## config.mk

```make
export PLATFORM = sky130hd
export DESIGN_NAME = mcop_fifo
export DESIGN_NICKNAME = d
export VERILOG_FILES = /design/src/rtl/mcop_pkg.sv /design/src/rtl/mcop_fifo.sv
export SDC_FILE = /design/constraint.sdc
export NUM_CORES = 1
export LEC_CHECK = 0
export BUFFER_PORTS_ARGS = -buffer_cell sky130_fd_sc_hd__buf_2
export CORE_MARGIN = 2
export CORE_UTILIZATION = 55
export DETAILED_ROUTE_END_ITERATION = 10
export PLACE_DENSITY = 0.83
export SLEW_MARGIN = 20
export SYNTH_ARGS = -nofsm -noshare
export SYNTH_HDL_FRONTEND = slang
export SYNTH_SLANG_ARGS = --single-unit
```

## constraint.sdc

```tcl
create_clock -name i_clk -period 5.1 [get_ports i_clk]
set_clock_uncertainty 0.1 [all_clocks]
set_input_delay 0.51 -clock i_clk [delete_from_list [all_inputs] [get_ports i_clk]]
set_output_delay 0.51 -clock i_clk [all_outputs]
set_load 0.1 [all_outputs]
```

## src/rtl/mcop_pkg.sv

```systemverilog
package mcop_pkg;

    localparam int MAX_PES   = 64;
    localparam int MAX_ELEMS = 1024;
    localparam int PE_W      = $clog2(MAX_PES);
    localparam int NP_W      = PE_W + 1;
    localparam int ELEM_W    = $clog2(MAX_ELEMS);
    localparam int NE_W      = ELEM_W + 1;
    localparam int LOAD_W    = ELEM_W + 1;
    localparam int VOTE_W    = 32;

    localparam logic [1:0] OP_VOTE  = 2'd0;
    localparam logic [1:0] OP_FINAL = 2'd1;
    localparam logic [1:0] OP_QUERY = 2'd2;
    localparam logic [1:0] OP_RSVD  = 2'd3;

    localparam logic [1:0] ST_QUERY = 2'd0;
    localparam logic [1:0] ST_FINAL = 2'd1;
    localparam logic [1:0] ST_RANGE = 2'd2;

    localparam logic [1:0] CFG_NUM_PES    = 2'd0;
    localparam logic [1:0] CFG_NUM_POINTS = 2'd1;
    localparam logic [1:0] CFG_NUM_ELEMS  = 2'd2;

    typedef enum logic [1:0] {
        K_VOTE  = 2'd0,
        K_FINAL = 2'd1,
        K_QUERY = 2'd2
    } t_kind;

    typedef struct packed {
        t_kind              kind;
        logic [ELEM_W-1:0]  element;
        logic [PE_W-1:0]    pe;
        logic               last;
    } t_job;

    // effective PE and element counts, already saturated
    typedef struct packed {
        logic [NP_W-1:0] np;
        logic [NE_W-1:0] ne;
    } t_cfg;

endpackage

```

## src/rtl/mcop_fifo.sv

```systemverilog
module mcop_fifo (
    input  logic           i_clk,
    input  logic           i_rst_n,
    input  logic           i_push,
    input  mcop_pkg::t_job i_data,
    input  logic           i_pop,
    output mcop_pkg::t_job o_data,
    output logic           o_full,
    output logic           o_empty
);
    import mcop_pkg::*;

    t_job       r_mem [2];
    logic       r_wr, r_rd;
    logic [1:0] r_cnt;

    assign o_data  = r_mem[r_rd];
    assign o_full  = (r_cnt == 2'd2);
    assign o_empty = (r_cnt == 2'd0);

    always_ff @(posedge i_clk) begin
        if (!i_rst_n) begin
            r_wr  <= 1'b0;
            r_rd  <= 1'b0;
            r_cnt <= 2'd0;
        end else begin
            if (i_push) r_wr <= ~r_wr;
            if (i_pop)  r_rd <= ~r_rd;
            r_cnt <= r_cnt + 2'(i_push) - 2'(i_pop);
        end
    end

    always_ff @(posedge i_clk) begin
        if (i_push) r_mem[r_wr] <= i_data;
    end

endmodule

```

# ---- Word level (Yosys, flattened, before mapping)
# Memories as Yosys holds them, arrays and structs flattened. A register that Yosys moved wholly into a read port is not among the register bits.
# Cells that the tools add are included.
dict set report word_totals {
  memories 1
  out_inout_bits 21
  elab_cells 14
  ramBits 38
  inputBits 23
  reg_bits 4
}
dict set report classes {
  n_eq_ne 1
  muxes 4
  n_reduce_logical 1
  add_sub_neg 2
  n_bitwise 2
}
# name depth word_bits read_ports rd_ports_with_merged_regs wr line
set memory_table {}
lappend memory_table {r_mem 2 19 1 1 1 mcop_fifo.sv:13} ;# t_job r_mem [2];
# operator count
set ops {}
lappend ops {{$mux W1} 4}
lappend ops {{$add A2 B1 Y2} 1}
lappend ops {{$eq A2 B2 Y1 const B} 1}
lappend ops {{$logic_not A2 Y1} 1}
lappend ops {{$not A1 Y1} 2}
lappend ops {{$sub A2 B1 Y2} 1}

# ---- Longest topological paths before layout
# Gate-level depths: netlist of run 1.
dict set report depth {
  ltp_word 3
  ltp_mapped 6
  ltp_nobuf 6
}

# ---- Least setup slack after synthesis of run 1
# OpenSTA, ideal clock, no wires.
dict set report synth_path {
  path_type {flip-flop to output port}
  startpoint {register r_cnt[1]}
  endpoint {output o_full}
  setup_slack_ns 2.784
  t_arrival_ns 1.706
  stages_incl_launch_ff 2
  n_path_buf 0
  required_time_ns 4.490
  cell_sequence {dfxtp_1 -> nor2b_1}
}
dict set report synth_via {
  elab_chain_len 1
}
# item line
set synth_lines {}
lappend synth_lines {{from (decl)} mcop_fifo.sv:15} ;# logic [1:0] r_cnt;
lappend synth_lines {{from (signal assigned)} mcop_fifo.sv:29} ;# r_cnt <= r_cnt + 2'(i_push) - 2'(i_pop);
lappend synth_lines {{$eq A2 B2 Y1} mcop_fifo.sv:18} ;# assign o_full = (r_cnt == 2'd2);
lappend synth_lines {{to (decl)} mcop_fifo.sv:8} ;# output logic o_full,
# Every way passes these cells.

==> results.md, run 1 <==
* Ys async rst share at 0%
* Via count at 816
* Post-DP HPWL at 1.63 mm
* Commonest cells post-synth: 38 x edfxtp_1, 10 x mux2_4, 9 x mux2_2, 5 x dfxtp_1
* Top-count cell post-synth: edfxtp_1
* Global route total overflow at 0
* Max FO, Critical Path at 19
* Largest net degree at the start of global routing at 21
* Clk Latency, worst-skew pair at 0.34 ns
* CP endpoint: o_data[7]
* Adder-Cell Fraction of Synth Area at 1.52%
* Period utilization at 52.6%
* First-pass GRT wire length at 3.64 mm
* Worst min-delay path category: in2reg
* Drt initial violations at 26
* WS Path Type: reg2out
* Dominant cells by area after synthesis: edfxtp_1 69%, mux2_4 9.1%, mux2_2 6.1%
* WP data required at 4.49 ns
* RSZ-0062 raised after global routing: no
* Synth Area in Compound Gates at 0.455%
* DP Area at 0.00187 mm2
* CTS max path bufs at 2
* DIE HEIGHT at 58.8 um
* Fin. Hold Viols at 0
* CTS tree: done
* Slew @ Worst Pin at 1.00 ns
* TritonCTS Buffers at 5
* Number of synthesized flops with an enable pin at 38
* Fin cells at 160
* Slew HR at 32.7%
* FF+latch count, synth at 43
* Hold path startpoint: i_data[2]
* Num ports at 44
* Failing checks: design-rule violations
* Layout cells sized above 1 at 52.7%
* Synth warn at 0
* Library cells used by synthesis at 14
* R2r setup slk at 3.49 ns
* Synth Instances at 80
* Mapped Nets at 105
* Drt pass-1 iters at 6
* Final setup fails at 0
* Residual DRC at 3
* Max cap viols at 0
* Hold buffer count at CTS at 0
* Largest family of logic cells by synthesized area: multiplexers
* Antenna-violating nets left at 0
* Proportion of synthesized chip area in sequential cells at 75.3%
* Initial antenna violation count at 0
* Die width at 58.8 um
* Placed Instances at 152
* Pwr dens at 413 mW/mm2
* Status: finished with violations
* Vias in the first global route at 835
* Post-synthesis simple-gate area fraction at 3.26%
* GP Congestion at 0.606
* Initial core utilization at 58.8%
* GRT Resource Usage Total at 15.4%
* Post-CTS Setup Inserts at 0
* Synth Cell Area at 0.00165 mm2
* Fin area at 0.00192 mm2
* CP arrival at 2.07 ns
* Min cycle time layout at 2.68 ns
* Fin util at 68.6%
* CORE AREA at 0.00281 mm2
* Synth Area in XOR/XNOR at 1.90%
* Post-synth top area cell: edfxtp_1
* Die area at 0.00345 mm2
* Top cell type's share of synthesized area at 69.2%
* Nets at 153
* IO Port Bufs at 43
* Startpoint Class: flop
* Crit end category: output port
* Pwr Total at 794 uW
* R2r startpoint: r_wr$_SDFFE_PN0P_
* Area Growth Syn to Fin at 16.6%
* Reg2reg end: r_mem[0][15]$_DFFE_PP_
* DR vias/cell at 5.10
* Post_cts resized at 0
* Synth Area per Inst at 20.6 um2
* WL final at 2.31 mm
* Clk root buf: clkbuf_4
* Setup TNS at 0 ns
* H-tree levels at 2
* FMAX at 373 MHz
* Max-slew violations at 0
* Leakage power at 0.000771 uW
* Peak ir drop on the vdd network at 220 uV
* Ys flop type: edfxtp_1
* Antenna diodes at 0
* CTS sink count at 43
* Post-synthesis mux area share at 15.3%
* R2R depth at 1
* Clock input transition at the sequential cells of the worst setup and hold paths at 0.11 ns
* # rows at 19
* Routed len/inst at 14.4 um
## per-layer routing
metal | share of wire [%] | GRT usage, % | vias to the layer above | wire (um)
met5 | 0 | 0 | - | 0
li1 | - | - | 394 | -
met1 | 37 | 16.7 | 379 | 860
met4 | 1.4 | 6.82 | 0 | 32
met3 | 9.7 | 8.79 | 6 | 225
met2 | 52 | 24.6 | 37 | 1190
## critical path, stage by stage (launching register included)
cell and delay [ns]:
dfxtp_1 0.99, mux2_2 0.31, buf_2 0.42
## where the power goes
part           internal [uW]  leakage (uW)  switching (uW)  total, uW
Sequential               406      0.000398            13.8        420
Clock                   51.1     0.0000273            95.0        146
Combinational           52.9      0.000345             176        228
## state kept, by name, indices dropped and copies added (netlist names), named ones only
name and count:
r_cnt 2, r_mem 38, r_wr 1, r_rd 1
## per-stage QoR
stage | worst slack, ns | hold WS, ns
after floorplan | 2.78 | 0.455
after global placement | 2.78 | 0.469
after detailed placement | 2.76 | 0.472
after CTS | 2.36 | 0.228
after global routing | 2.24 | 0.215
final | 2.42 | 0.251
## kinds of logic (layout without fill, tap and decap cells)
family | Yosys count | in the layout
mux | 19 | 19
flops | 43 | 43
fa+ha+maj | 2 | 2
buf+inv | 4 | 53
compound gates | 1 | 1
xor+xnor | 2 | 2
simple gates | 9 | 9
## cell usage in the layout, fill, tap and decap left out
| cell | Yosys | final |
|---|---|---|
| and2_1 | 4 | 4 |
| buf_2 | 0 | 43 |
| clkbuf_1 | 0 | 1 |
| clkbuf_4 | 0 | 5 |
| clkinv_1 | 0 | 2 |
| dfxtp_1 | 5 | 5 |
| edfxtp_1 | 38 | 38 |
| ha_1 | 2 | 2 |
| inv_1 | 2 | 2 |
| mux2_2 | 9 | 9 |
| mux2_4 | 10 | 10 |
| nor2_1 | 1 | 1 |
| nor2b_1 | 4 | 3 |
| nor2b_2 | 0 | 1 |
| o21a_1 | 1 | 1 |
| xnor3_1 | 1 | 1 |
| xor2_1 | 1 | 1 |
## layout make-up
class / instances / area (um2)
sequential: 43 / 1240
inverter: 2 / 7.51
tap: 31 / 38.8
multi-input combinational: 33 / 372
clock buffer: 6 / 41.3
timing repair buffer: 43 / 215
clock inverter: 2 / 7.51
fill: 216 / 882
## worst min-delay path by stage
stage	end	slack, ns	cells after the start
after detailed placement	flop	0.47	2
after global placement	r_rd$_SDFFE_PN0P_	0.47	2
after CTS	r_mem[0][2]$_DFFE_PP_	0.23	1
final	r_mem[0][2]$_DFFE_PP_	0.25	1
after floorplan	flop	0.45	2
after global routing	r_mem[1][9]$_DFFE_PP_	0.22	1
(Power assumes the default switching activity.)
==> inputs of run 2 (changes only) <==
--- a/config.mk
+++ b/config.mk
@@ -7,9 +7,9 @@
 export LEC_CHECK = 0
 export BUFFER_PORTS_ARGS = -buffer_cell sky130_fd_sc_hd__buf_2
 export CORE_MARGIN = 2
-export CORE_UTILIZATION = 55
+export CORE_UTILIZATION = 51
 export DETAILED_ROUTE_END_ITERATION = 10
-export PLACE_DENSITY = 0.83
+export PLACE_DENSITY = 0.78
 export SLEW_MARGIN = 20
 export SYNTH_ARGS = -nofsm -noshare
 export SYNTH_HDL_FRONTEND = slang
==> constraint.sdc (replaced) <==
create_clock -name i_clk -period 2.65 [get_ports i_clk]
set_clock_uncertainty 0.1 [all_clocks]
set_input_delay 0.265 -clock i_clk [delete_from_list [all_inputs] [get_ports i_clk]]
set_output_delay 0.265 -clock i_clk [all_outputs]
set_load 0.1 [all_outputs]
==> results.md, run 2 (same netlist as run 1, synthesis figures left out) <==
* FMAX at 449 MHz
* Num ports at 44 (unchanged)
* CP max-delay cell: dfxtp_1
* Reg with most FFs: r_mem
* Vias in the first global route at 870 (+4.2%)
* WL final at 2.44 mm (+5.8%)
* Die area at 0.00370 mm2 (+7.3%)
* IO Port Bufs at 43 (unchanged)
* Fillcell total at 210 (-2.8%)
* Slew HR at 42.5% (+9.8 points)
* Drt initial violations at 27 (+3.8%)
* First-pass GRT wire length at 3.75 mm (+3.0%)
* Leakage power at 0.000867 uW (+13%)
* WP data required at 2.29 ns (-2.20 ns)
* RSZ-0062 raised after global routing: no
* Post-DP HPWL at 1.71 mm (+4.6%)
* Crit-path cells: buf_4 > mux2_4 > buf_2
* Slew @ Worst Pin at 0.862 ns (-0.143 ns)
* Max FO, Critical Path at 10 (-9)
* GRT Resource Usage Total at 14.9% (-0.54 points)
* Antenna diodes at 0 (unchanged)
* Final setup fails at 0 (unchanged)
* WS Path Type: reg2out
* Startpoint Class: flop
* Most frequent cells in the layout: 43 x buf_2, 38 x edfxtp_1, 19 x dlygate4sd3_1, 10 x mux2_4, 9 x mux2_2
* Post-CTS Setup Inserts at 0 (unchanged)
* Pwr dens at 742 mW/mm2 (+79%)
* Crit end category: output port
* Period utilization at 84.1%
* Largest regs: r_mem x38, r_cnt x2
* Pwr Total at 1600 uW (+100%)
* Initial antenna violation count at 0 (unchanged)
* Antenna-violating nets left at 0 (unchanged)
* CTS max path bufs at 2 (unchanged)
* Max incr delay on CP at 0.60 ns (-0.39 ns)
* Residual DRC at 0 (-3)
* Clk Latency, worst-skew pair at 0.35 ns (about the same)
* CORE AREA at 0.00305 mm2 (+8.8%)
* Initial core utilization at 54.0% (-4.8 points)
* TritonCTS Buffers at 5 (unchanged)
* Clock input transition at the sequential cells of the worst setup and hold paths at 0.12 ns (about the same)
* Worst Hold Depth at 2 (+1)
* Min cycle time layout at 2.23 ns
* Fin. Hold Viols at 0 (unchanged)
* Fin util at 70.9% (+2.3 points)
* Drt pass-1 iters at 4 (-2)
* Worst min-delay path category: in2reg
* Global route total overflow at 0 (unchanged)
* Area Growth Syn to Fin at 31.2%
* Max reg flops at 38 (unchanged)
* Via count at 886 (+8.6%)
* R2R depth at 1 (unchanged)
* Peak ir drop on the vdd network at 513 uV (+130%)
* DR vias/cell at 4.57 (-10%)
* Layout cells sized above 1 at 48.7% (-4.0 points)
* # rows at 20 (+1)
* Die width at 60.9 um (+3.6%)
* GP Congestion at 0.706 (+16%)
* Max cap viols at 0 (unchanged)
* CP arrival at 1.86 ns (-0.21 ns)
* Max-slew violations at 0 (unchanged)
* Clk root buf: clkbuf_4
* Setup TNS at 0 ns (unchanged)
* Nets at 174 (+14%)
* DIE HEIGHT at 60.9 um (+3.6%)
* Reg area at 0.00124 mm2 (unchanged)
* Most common cell after layout, fill and taps aside: buf_2
* CTS tree: done
* Largest net degree at the start of global routing at 20 (-4.8%)
* Multi-input logic area at 372 um2 (unchanged)
* Routed len/inst at 12.6 um (-13%)
* CTS sink count at 43 (unchanged)
* H-tree levels at 2 (unchanged)
* Status: completed
## run 2: metrics by stage
| stage | instance area [um2] | setup WS (ns) | cells | hold WS, ns |
|---|---|---|---|---|
| 2_1_floorplan | 1650 | 0.579 | 80 | 0.264 |
| 3_3_place_gp | 1910 | 0.826 | 167 | 0.352 |
| 3_5_place_dp | 1910 | 0.791 | 167 | 0.357 |
| 4_1_cts | 2150 | 0.369 | 193 | 0.00893 |
| 5_1_grt | 2160 | 0.313 | 194 | 0.0418 |
| 6_report | 2160 | 0.421 | 194 | 0.0623 |
## run 2: worst paths after layout
| path | startpoint | end | slack, ns |
|---|---|---|---|
| setup / recovery | flop | o_data[10] | 0.42 |
| hold / removal | i_rst_n | flop | 0.06 |
| setup reg to reg | r_wr$_SDFFE_PN0P_ | r_mem[1][12]$_DFFE_PP_ | 1.10 |
| hold reg to reg | r_rd$_SDFFE_PN0P_ | flop | 0.51 |
## run 2: area by class of cell
type / count / area share, %
well taps: 44 / 2.54
repair buffers: 64 / 19.4
clock buffers: 6 / 2.37
inverters: 2 / 0.347
flip-flops and latches: 43 / 57.4
clock inverters: 2 / 0.752
multi-input cells: 33 / 17.2
## run 2: what timing repair did
| item | in CTS | in global routing |
|---|---|---|
| hold buffers | 18 | 1 |
| hold endpoints to repair | 36 | 2 |
| resized for setup | 0 | 0 |
## run 2: layer usage
metal / wire length (um) / vias up / GRT usage [%]
met5: 0 / - / 0
met4: 37 / 0 / 6.52
met3: 152 / 4 / 5.97
met2: 1250 / 30 / 24.7
met1: 1010 / 413 / 17.1
li1: - / 439 / -
## run 2: power by group
part,internal [uW],leakage (uW),total [uW],switching (uW)
logic,122,0.000434,470,348
clock network,131,0.0000345,333,203
registers,781,0.000398,801,19.5
total,1030,0.000867,1600,570
## run 2: worst max-delay path: cells and delay by family (launching register included)
kind     cells  cell delay (ns)
flops        1             0.60
buf+inv      2             0.60
mux          1             0.32
