$ cat src/rtl/mcop_pkg.sv
package mcop_pkg;

    localparam int MAX_PES   = 64;
    localparam int MAX_ELEMS = 1024;
    localparam int PE_W      = $clog2(MAX_PES);
    localparam int NP_W      = PE_W + 1;
    localparam int ELEM_W    = $clog2(MAX_ELEMS);
    localparam int NE_W      = ELEM_W + 1;
    localparam int LOAD_W    = ELEM_W + 1;
    localparam int VOTE_W    = 32;

    localparam logic [1:0] OP_VOTE  = 2'd0;
    localparam logic [1:0] OP_FINAL = 2'd1;
    localparam logic [1:0] OP_QUERY = 2'd2;
    localparam logic [1:0] OP_RSVD  = 2'd3;

    localparam logic [1:0] ST_QUERY = 2'd0;
    localparam logic [1:0] ST_FINAL = 2'd1;
    localparam logic [1:0] ST_RANGE = 2'd2;

    localparam logic [1:0] CFG_NUM_PES    = 2'd0;
    localparam logic [1:0] CFG_NUM_POINTS = 2'd1;
    localparam logic [1:0] CFG_NUM_ELEMS  = 2'd2;

    typedef enum logic [1:0] {
        K_VOTE  = 2'd0,
        K_FINAL = 2'd1,
        K_QUERY = 2'd2
    } t_kind;

    typedef struct packed {
        t_kind              kind;
        logic [ELEM_W-1:0]  element;
        logic [PE_W-1:0]    pe;
        logic               last;
    } t_job;

    // effective PE and element counts, already saturated
    typedef struct packed {
        logic [NP_W-1:0] np;
        logic [NE_W-1:0] ne;
    } t_cfg;

endpackage

$ cat src/rtl/mcop_in_if.sv
interface mcop_in_if;
    logic        valid;
    logic        ready;
    logic [1:0]  opcode;
    logic [9:0]  element;
    logic [31:0] point_id;
    logic        last_point;

    modport source(output valid, output opcode, output element, output point_id,
                   output last_point, input ready);
    modport sink(input valid, input opcode, input element, input point_id,
                 input last_point, output ready);
endinterface

$ cat src/rtl/mcop_front.sv
module mcop_front (
    input  logic              i_clk,
    input  logic              i_rst_n,
    mcop_in_if.sink           i_item,
    input  logic              i_cfg_we,
    input  logic [1:0]        i_cfg_idx,
    input  logic [31:0]       i_cfg_data,
    input  logic              i_hold,
    input  logic              i_full,
    output logic              o_push,
    output mcop_pkg::t_job    o_job,
    output mcop_pkg::t_cfg    o_cfg
);
    import mcop_pkg::*;

    typedef enum logic [2:0] {
        F_IDLE = 3'b001,
        F_DIV  = 3'b010,
        F_PUSH = 3'b100
    } t_fstate;

    t_fstate          r_state, n_state;
    logic [6:0]       r_num_pes;
    logic [31:0]      r_num_points;
    logic [10:0]      r_num_elems;
    logic [31:0]      r_chunk;
    logic             r_cbusy, r_cload;
    logic [4:0]       r_ccnt;
    logic [7:0]       r_crem;
    logic [31:0]      r_cquo;
    t_job             r_job;
    logic [31:0]      r_rem;
    logic [37:0]      r_dv;
    logic [PE_W-1:0]  r_q;
    logic [2:0]       r_step;
    logic             r_sat;

    logic [NP_W-1:0]  w_np;
    logic [NE_W-1:0]  w_ne;
    logic             w_accept;
    logic [7:0]       w_ctry;
    logic             w_cbit;
    logic             w_pbit;
    logic [PE_W-1:0]  w_qf;
    logic [PE_W-1:0]  w_pe;

    always_comb begin
        if (r_num_pes == 7'd0) begin
            w_np = NP_W'(1);
        end else if (r_num_pes > 7'(MAX_PES)) begin
            w_np = NP_W'(MAX_PES);
        end else begin
            w_np = NP_W'(r_num_pes);
        end
        if (r_num_elems == 11'd0) begin
            w_ne = NE_W'(1);
        end else if (r_num_elems > 11'(MAX_ELEMS)) begin
            w_ne = NE_W'(MAX_ELEMS);
        end else begin
            w_ne = NE_W'(r_num_elems);
        end
    end

    assign o_cfg.np = w_np;
    assign o_cfg.ne = w_ne;

    assign i_item.ready = (r_state == F_IDLE) && !r_cbusy && !i_hold;
    assign w_accept     = i_item.valid && i_item.ready;

    // chunk divider: one quotient bit per cycle
    assign w_ctry = {r_crem[6:0], r_cquo[31]};
    assign w_cbit = (w_ctry >= 8'(w_np));

    // point divider: quotient below MAX_PES, one bit per cycle
    assign w_pbit = ({6'd0, r_rem} >= r_dv);
    assign w_qf   = {r_q[PE_W-2:0], w_pbit};
    assign w_pe   = (r_sat || (NP_W'(w_qf) >= w_np)) ? PE_W'(w_np - NP_W'(1)) : w_qf;

    always_comb begin
        n_state = r_state;
        unique case (r_state)
            F_IDLE: begin
                if (w_accept) begin
                    priority case (i_item.opcode)
                        OP_VOTE:  n_state = F_DIV;
                        OP_FINAL: n_state = F_PUSH;
                        OP_QUERY: n_state = F_PUSH;
                        default:  n_state = F_IDLE;
                    endcase
                end
            end
            F_DIV:  if (r_step == 3'd0) n_state = F_PUSH;
            F_PUSH: if (!i_full) n_state = F_IDLE;
            default: n_state = F_IDLE;
        endcase
    end

    assign o_push = (r_state == F_PUSH) && !i_full;
    assign o_job  = r_job;

    always_ff @(posedge i_clk) begin
        if (!i_rst_n) begin
            r_state      <= F_IDLE;
            r_num_pes    <= 7'd1;
            r_num_points <= 32'd1;
            r_num_elems  <= 11'd1;
            r_chunk      <= 32'd1;
            r_cbusy      <= 1'b0;
            r_cload      <= 1'b0;
        end else begin
            r_state <= n_state;
            if (i_cfg_we) begin
                unique case (i_cfg_idx)
                    CFG_NUM_PES: begin
                        r_num_pes <= i_cfg_data[6:0];
                        r_cbusy   <= 1'b1;
                        r_cload   <= 1'b1;
                    end
                    CFG_NUM_POINTS: begin
                        r_num_points <= i_cfg_data;
                        r_cbusy      <= 1'b1;
                        r_cload      <= 1'b1;
                    end
                    CFG_NUM_ELEMS: r_num_elems <= i_cfg_data[10:0];
                    default: ;
                endcase
            end else if (r_cload) begin
                r_cload <= 1'b0;
            end else if (r_cbusy && r_ccnt == 5'd31) begin
                r_cbusy <= 1'b0;
                r_chunk <= (r_num_points > 32'(w_np)) ? {r_cquo[30:0], w_cbit} : 32'd1;
            end
        end
    end

    always_ff @(posedge i_clk) begin
        if (r_cload) begin
            r_crem <= 8'd0;
            r_cquo <= r_num_points;
            r_ccnt <= 5'd0;
        end else if (r_cbusy) begin
            r_crem <= w_cbit ? (w_ctry - 8'(w_np)) : w_ctry;
            r_cquo <= {r_cquo[30:0], w_cbit};
            r_ccnt <= r_ccnt + 5'd1;
        end

        if (w_accept) begin
            r_job.element <= i_item.element;
            r_job.last    <= i_item.last_point;
            r_job.pe      <= '0;
            r_job.kind    <= (i_item.opcode == OP_FINAL) ? K_FINAL :
                             (i_item.opcode == OP_QUERY) ? K_QUERY : K_VOTE;
            r_rem  <= i_item.point_id;
            r_sat  <= ({6'd0, i_item.point_id} >= {r_chunk, 6'd0});
            r_dv   <= {1'b0, r_chunk, 5'd0};
            r_q    <= '0;
            r_step <= 3'(PE_W - 1);
        end else if (r_state == F_DIV) begin
            if (w_pbit) begin
                r_rem <= r_rem - r_dv[31:0];
            end
            r_dv   <= {1'b0, r_dv[37:1]};
            r_q    <= w_qf;
            r_step <= r_step - 3'd1;
            if (r_step == 3'd0) begin
                r_job.pe <= w_pe;
            end
        end
    end

endmodule

$ cat src/flat_wrapper.sv
// flat-port wrapper written by rule: the top's interface ports become plain ports
module mcop_front_flat import mcop_pkg::*;
  (i_clk, i_rst_n, i_cfg_we, i_cfg_idx, i_cfg_data, i_hold, i_full, o_push, o_job, o_cfg, i_item_valid, i_item_opcode, i_item_element, i_item_point_id, i_item_last_point, i_item_ready);
  mcop_in_if i_item_i ();
  input  logic i_clk;
  input  logic i_rst_n;
  input  logic i_cfg_we;
  input  logic [1:0] i_cfg_idx;
  input  logic [31:0] i_cfg_data;
  input  logic i_hold;
  input  logic i_full;
  output logic o_push;
  output mcop_pkg::t_job o_job;
  output mcop_pkg::t_cfg o_cfg;
  input wire logic [$bits(i_item_i.valid)-1:0] i_item_valid;
  input wire logic [$bits(i_item_i.opcode)-1:0] i_item_opcode;
  input wire logic [$bits(i_item_i.element)-1:0] i_item_element;
  input wire logic [$bits(i_item_i.point_id)-1:0] i_item_point_id;
  input wire logic [$bits(i_item_i.last_point)-1:0] i_item_last_point;
  output wire logic [$bits(i_item_i.ready)-1:0] i_item_ready;
  assign i_item_i.valid = i_item_valid;
  assign i_item_i.opcode = i_item_opcode;
  assign i_item_i.element = i_item_element;
  assign i_item_i.point_id = i_item_point_id;
  assign i_item_i.last_point = i_item_last_point;
  assign i_item_ready = i_item_i.ready;
  mcop_front u_core (.i_clk(i_clk), .i_rst_n(i_rst_n), .i_item(i_item_i), .i_cfg_we(i_cfg_we), .i_cfg_idx(i_cfg_idx), .i_cfg_data(i_cfg_data), .i_hold(i_hold), .i_full(i_full), .o_push(o_push), .o_job(o_job), .o_cfg(o_cfg));
endmodule
$ cat config.mk
export PLATFORM = sky130hd
export DESIGN_NAME = mcop_front_flat
export DESIGN_NICKNAME = d
export VERILOG_FILES = /design/src/rtl/mcop_pkg.sv /design/src/rtl/mcop_in_if.sv /design/src/rtl/mcop_front.sv /design/src/flat_wrapper.sv
export SDC_FILE = /design/constraint.sdc
export NUM_CORES = 1
export LEC_CHECK = 0
export ABC_CLOCK_PERIOD_IN_PS = 4600
export BUFFER_PORTS_ARGS = -buffer_cell sky130_fd_sc_hd__buf_2
export CORE_MARGIN = 2
export CORE_UTILIZATION = 54
export CTS_BUF_LIST = sky130_fd_sc_hd__clkbuf_16
export DETAILED_ROUTE_END_ITERATION = 12
export GPL_ROUTABILITY_DRIVEN = 1
export PLACE_DENSITY = 0.77
export REMOVE_ABC_BUFFERS = 1
export SYNTH_ARGS = -nofsm -noshare
export SYNTH_HDL_FRONTEND = slang
export SYNTH_SLANG_ARGS = --single-unit
$ cat constraint.sdc
create_clock -name i_clk -period 4.6 [get_ports i_clk]
set_input_delay 0.46 -clock i_clk [delete_from_list [all_inputs] [get_ports i_clk]]
set_output_delay 0.46 -clock i_clk [all_outputs]
set_load 0.03 [all_outputs]
# ---- Word-level counts from Yosys, hierarchy flattened
# Index checks and enable logic that the tools add are counted.
dict set report classes {
  add_sub_neg 5
  n_lt_le_gt_ge 7
  eq_ne 13
  n_mux 24
  bitwise_logic 2
  n_reduce_logical 29
}
# cell count
set ops {}
lappend ops {{32-bit two-way mux} 6}
lappend ops {{37-bit two-way mux} 2}
lappend ops {{32-bit by 38-bit greater-or-equal comparator with 1-bit output} 1}
lappend ops {{32-bit by 37-bit greater-or-equal comparator with 1-bit output} 1}
lappend ops {{32-bit by 7-bit > comparator with 1-bit output} 1}
lappend ops {{32-bit subtractor} 1}
lappend ops {{11-bit two-way mux} 2}
lappend ops {{7-bit two-way mux} 3}
lappend ops {{2-bit AND reduction} 6}
lappend ops {{11-bit > comparator (second input constant)} 1}
lappend ops {{11-bit logical NOT} 1}
lappend ops {{3-bit two-way mux} 3}
lappend ops {{3-bit one-hot mux with 3 select lines} 1}
lappend ops {{3-bit AND reduction} 3}
lappend ops {{8-bit by 7-bit greater-or-equal comparator with 1-bit output} 1}
lappend ops {{2-bit nonzero test} 4}
lappend ops {{6-bit by 7-bit greater-or-equal comparator with 1-bit output} 1}
lappend ops {{7-bit > comparator (second input constant)} 1}
lappend ops {{7-bit logical NOT} 1}
lappend ops {{7-bit subtractor} 1}
lappend ops {{6-bit two-way mux} 1}
lappend ops {{2-bit != test (second input constant)} 3}
lappend ops {{3-bit one-hot mux with 2 select lines} 1}
lappend ops {{6-bit by 1-bit subtractor with 6-bit output (second input constant)} 1}
lappend ops {{18 further kinds} 33}
dict set report word_totals {
  ff_bits 228
  input_bits 85
  output_inout_bits 39
  word_cells 100
}

# ---- Logic depth before layout (Yosys ltp)
dict set report depth {
  word_depth 6
  ltp_mapped 18
  depth_no_buf 17
}

# ---- Worst setup path after synthesis
# No wires, ideal clock.
dict set report synth_timing {
  path_kind {register -> register}
  start {reg u_core.r_rem[7]}
  end {reg u_core.r_rem[0], enable pin}
  setup_time_ns 0.466
  t_arrival_ns 4.127
  required_ns 4.134
  path_slack_ns 0.007
  stages_incl_launch_ff 9
  n_path_buf 0
  synth_period_minus_slack_ns 4.593
  path_cell_list {edfxtp_1 -> ha_1 -> nand4_1 -> o21bai_1 -> a21o_1 -> o2111ai_2 -> nand3_1 -> a211o_1 -> o21ai_0}
}
dict set report synth_via {
  elab_chain_len 3
}
# item line
set synth_lines {}
lappend synth_lines {{from (decl)} mcop_front.sv:32} ;# logic [31:0] r_rem;
lappend synth_lines {{from (signal assigned)} mcop_front.sv:153} ;# r_rem <= i_item.point_id;
lappend synth_lines {{from (signal assigned)} mcop_front.sv:160} ;# r_rem <= r_rem - r_dv[31:0];
lappend synth_lines {{32-bit by 37-bit greater-or-equal comparator with 1-bit output} mcop_front.sv:75} ;# assign w_pbit = ({6'd0, r_rem} >= r_dv);
lappend synth_lines {{2-bit nonzero test (no source line)} n/a}
lappend synth_lines {{2-bit AND reduction (no source line)} n/a}
# Every way passes these cells.
# A chain may end at the register's enable or synchronous reset.

# ---- Final worst setup path
dict set report layout_timing {
  start {reg u_core.r_rem[24]}
  end {reg u_core.r_job, in the netlist u_core.o_job[3]}
}
dict set report layout_via {
  elab_chain_len 4
}
# item line
set layout_lines {}
lappend layout_lines {{32-bit by 37-bit greater-or-equal comparator with 1-bit output} mcop_front.sv:75}
lappend layout_lines {{6-bit by 7-bit greater-or-equal comparator with 1-bit output} mcop_front.sv:77} ;# assign w_pe = (r_sat || (NP_W'(w_qf) >= w_np)) ? PE_W'(w_np - NP_W'(1)) : w_qf;
lappend layout_lines {{1-bit logical OR} mcop_front.sv:77}
lappend layout_lines {{6-bit two-way mux} mcop_front.sv:77}
lappend layout_lines {{to (decl)} mcop_front.sv:31} ;# t_job r_job;
# Every way passes these cells.

==> run summary <==
Max stage delay on crit path -> 0.38 ns
critical path depth -> 16
Post-CTS Hold Buffers -> 0
nets@finish -> 1495
Setup-failing EPs final -> 0
# Post-CTS Setup Buffers -> 0
gr ovfl total -> 0
largest net degree at the start of global routing -> 76
Hold EP -> u_core.o_job[0]
Routability Congestion -> 0.907
Async S/R FF share, synth -> 0%
Leak -> 0.00562 µW
CTS tree -> built
Sw Ratio -> 31.4%
Synth area leaders -> edfxtp_1, dfxtp_1, ha_1, nand2_1, mux2_2
flops & latches, synth -> 228
Core ar. -> 0.0220 mm²
Max VDD drop -> 262 µV
Resize count post-CTS -> 0
mapped cell area -> 0.0122 mm²
CP required -> 4.99 ns
Pint -> 4090 µW
Reg2Reg Setup Slack -> 0.33 ns
Gate Count Post-Synth -> 1225
Hold Path Depth -> 1
# clock sinks -> 228
slowest cell on the critical path -> edfxtp_1
Routed WL per cell -> 17.9 µm
area grow syn2layout -> 12.8%
initial antenna violation count -> 0
clock power share -> 30.8%
H-tree depth -> 1
commonest non-fill, non-tap cell in the layout -> nand2_1
Tcrit/Tclk final -> 92.7%
measured slew at the worst slew-check pin -> 1.13 ns
pwr dens -> 434 mW/mm²
Hold Vio Cnt, Final -> 0
clock latency at the later pin of the worst-skew pair -> 0.54 ns
CTS Buf Count -> 25
Clock Pin Slew Worst Setup and Hold Paths -> 0.06 ns
Worst Skew -> 0.00709 ns
Most used DFF post-synth -> dfxtp_1
Synth top area share -> 27.2%
Clock Path Buffers -> 3
IO Port Bufs -> 123
Die Y -> 154 µm
Final Max Tran Viols -> 0
DRC viols -> 0
routed wire length -> 29.0 mm
dpl hpwl -> 20.9 mm
Max Fclk -> 234 MHz
combinational power share -> 26.9%
Iter 0 DRT Violations -> 626
worst hold path startpoint -> i_item_last_point
minimum clock period -> 4.27 ns
Top Family by Delay on Critical Path -> compound AO/OA/AOI/OAI gates
fraction of the yosys area taken by sequential cells -> 46.6%
Ports -> 124
CP arrival -> 4.66 ns
CP bufs+invs -> 0
RSZ-0062 raised after global routing -> no
maxcap violations -> 0
Reg2Reg Depth -> 16
setup TNS -> 0 ns
GRT Util Overall -> 23.9%
DIE WIDTH -> 154 µm
nature of the critical path startpoint -> flop
HP Class -> in2reg
syn_area_per_cell -> 9.93 µm²
Starting Density -> 55.4%
Util after Layout -> 62.5%
critical-path maximum fanout -> 6
Worst Setup End Kind -> flop
Crit Path Category -> reg2reg
dpl cells -> 1574
post-route insts no fill -> 1620
average vias per placed instance -> 5.88
r2r startpoint -> u_core.r_rem[24]
DRT Pass-1 Iters -> 8
cell taking the most area after synthesis -> edfxtp_1
share of cells above drive strength 1 -> 16.6%
Ant. Diodes -> 0
Sw Pwr -> 1870 µW
Slew headroom -> 24.7%
number of global-route vias before repair -> 9076
area of the die -> 0.0237 mm²
Detail Route Antenna Nets -> 0
status -> finished clean
unique cell type count in the Yosys netlist -> 67
reg-to-reg critical path endpoint -> u_core.o_job[3]
most frequent cells in the layout -> nand2_1, buf_2, dfxtp_1, edfxtp_1, inv_1
first-pass GRT wire length -> 46.1 mm
crit-path cells -> ha_1 -> and2_0 -> a21bo_2 -> a221oi_1 -> o21ai_0 -> a311oi_1 -> a211o_1 -> ha_1 -> nand2b_1 -> a21o_1 -> a21o_1 -> a211oi_1 -> o21ai_0 -> mux2_2 -> a211oi_1 -> nor3_1
clock root cell -> clkbuf_16
total number of vias -> 9521
sequential fraction of design power -> 42.3%
# fillers -> 1778
number of flops mapped to enable cells by yosys -> 110
Cell Rows -> 54
Yosys warning count -> 0
[cell families after synthesis]
family / count (synthesis) / share of synthesized area, %
buffers and inverters: 147 / 4.64
multiplexers: 61 / 5.37
adder cells (fa/ha/maj): 89 / 9.28
flip-flops: 228 / 46.6
AND/OR/NAND/NOR: 352 / 14.2
AO/OA/AOI/OAI: 314 / 17.4
XOR/XNOR: 34 / 2.45
[worst reg2reg max path: stages, from the launching register on]
cell      delay [ns]
edfxtp_1        0.38
ha_1            0.36
and2_0          0.29
a21bo_2         0.25
a221oi_1        0.32
o21ai_0         0.17
a311oi_1        0.28
a211o_1         0.29
ha_1            0.27
nand2b_1        0.14
a21o_1          0.17
a21o_1          0.17
a211oi_1        0.29
o21ai_0         0.18
mux2_2          0.30
a211oi_1        0.22
nor3_1          0.06
[metal layers]
| layer | up-vias | global-route usage, % | routed length [µm] |
|---|---|---|---|
| met5 | - | 0 | 0 |
| met3 | 57 | 4.00 | 1970 |
| met4 | 0 | 7.52 | 939 |
| li1 | 4618 | - | - |
| met2 | 329 | 39.0 | 13200 |
| met1 | 4517 | 32.5 | 12900 |
[worst max path at each step]
stage                           startpoint              end  slack (ns)
final                     u_core.r_rem[24]  u_core.o_job[3]        0.33
after global routing       u_core.r_dv[24]  u_core.o_job[3]        0.04
after CTS                 u_core.r_rem[24]  u_core.o_job[3]        0.34
after detailed placement  u_core.r_rem[24]  u_core.o_job[3]        0.38
after global placement     u_core.r_dv[24]  u_core.o_job[3]        0.49
after floorplan            u_core.r_rem[7]  u_core.r_rem[0]       0.007
[state kept, by name, indices dropped and copies added, names as in the netlist, 5 cells and up]
signal	cells
u_core.r_num_points	32
u_core.r_q	5
u_core.r_dv	37
u_core.r_num_pes	7
u_core.o_job	19
u_core.r_ccnt	5
u_core.r_rem	32
u_core.r_cquo	32
u_core.r_num_elems	11
u_core.r_crem	7
u_core.r_chunk	32
[cell usage after synthesis, types with 15 or more instances]
cell type	number
inv_1	84
nor2_1	66
o22ai_1	26
edfxtp_1	110
nor3_1	16
nand3_1	20
a21boi_0	32
o21ai_0	43
nor2b_1	38
clkbuf_1	48
dfxtp_1	118
mux2_2	34
xnor2_1	15
nand2_1	129
a22o_1	36
a21oi_1	69
a21o_1	25
mux2i_1	27
xor2_1	19
ha_1	87
[final cells by class]
class | instances | area, µm² | share of cell area, %
Timing Repair Buffer | 132 | 683 | 4.98
Sequential cell | 228 | 5670 | 41.3
Tap cell | 280 | 350 | 2.55
Inverter | 84 | 315 | 2.30
Clock inverter | 20 | 101 | 0.738
Multi-Input combinational cell | 850 | 5960 | 43.4
Clock buffer | 26 | 651 | 4.74
[power groups by stage]
stage | Combinational (µW) | Clock [µW] | Sequential [µW]
floorplan | 1180 | 0 | 2550
global placement | 1550 | 0 | 2550
detailed placement | 1580 | 0 | 2570
CTS | 1600 | 1860 | 2520
global route | 1790 | 1940 | 2550
finish | 1600 | 1830 | 2530
[per-stage QoR]
| step | setup slack, ns | hold WS (ns) | power, µW | instance area, µm² |
|---|---|---|---|---|
| final | 0.334 | 0.0957 | 5960 | 13700 |
| after global routing | 0.0368 | 0.0851 | 6280 | 13700 |
| after CTS | 0.344 | 0.0833 | 5980 | 13700 |
| after detailed placement | 0.376 | 0.446 | 4150 | 13000 |
| after global placement | 0.488 | 0.445 | 4100 | 13000 |
| after floorplan | 0.00699 | 0.441 | 3740 | 11900 |
Power figures use the tool's default switching activity.
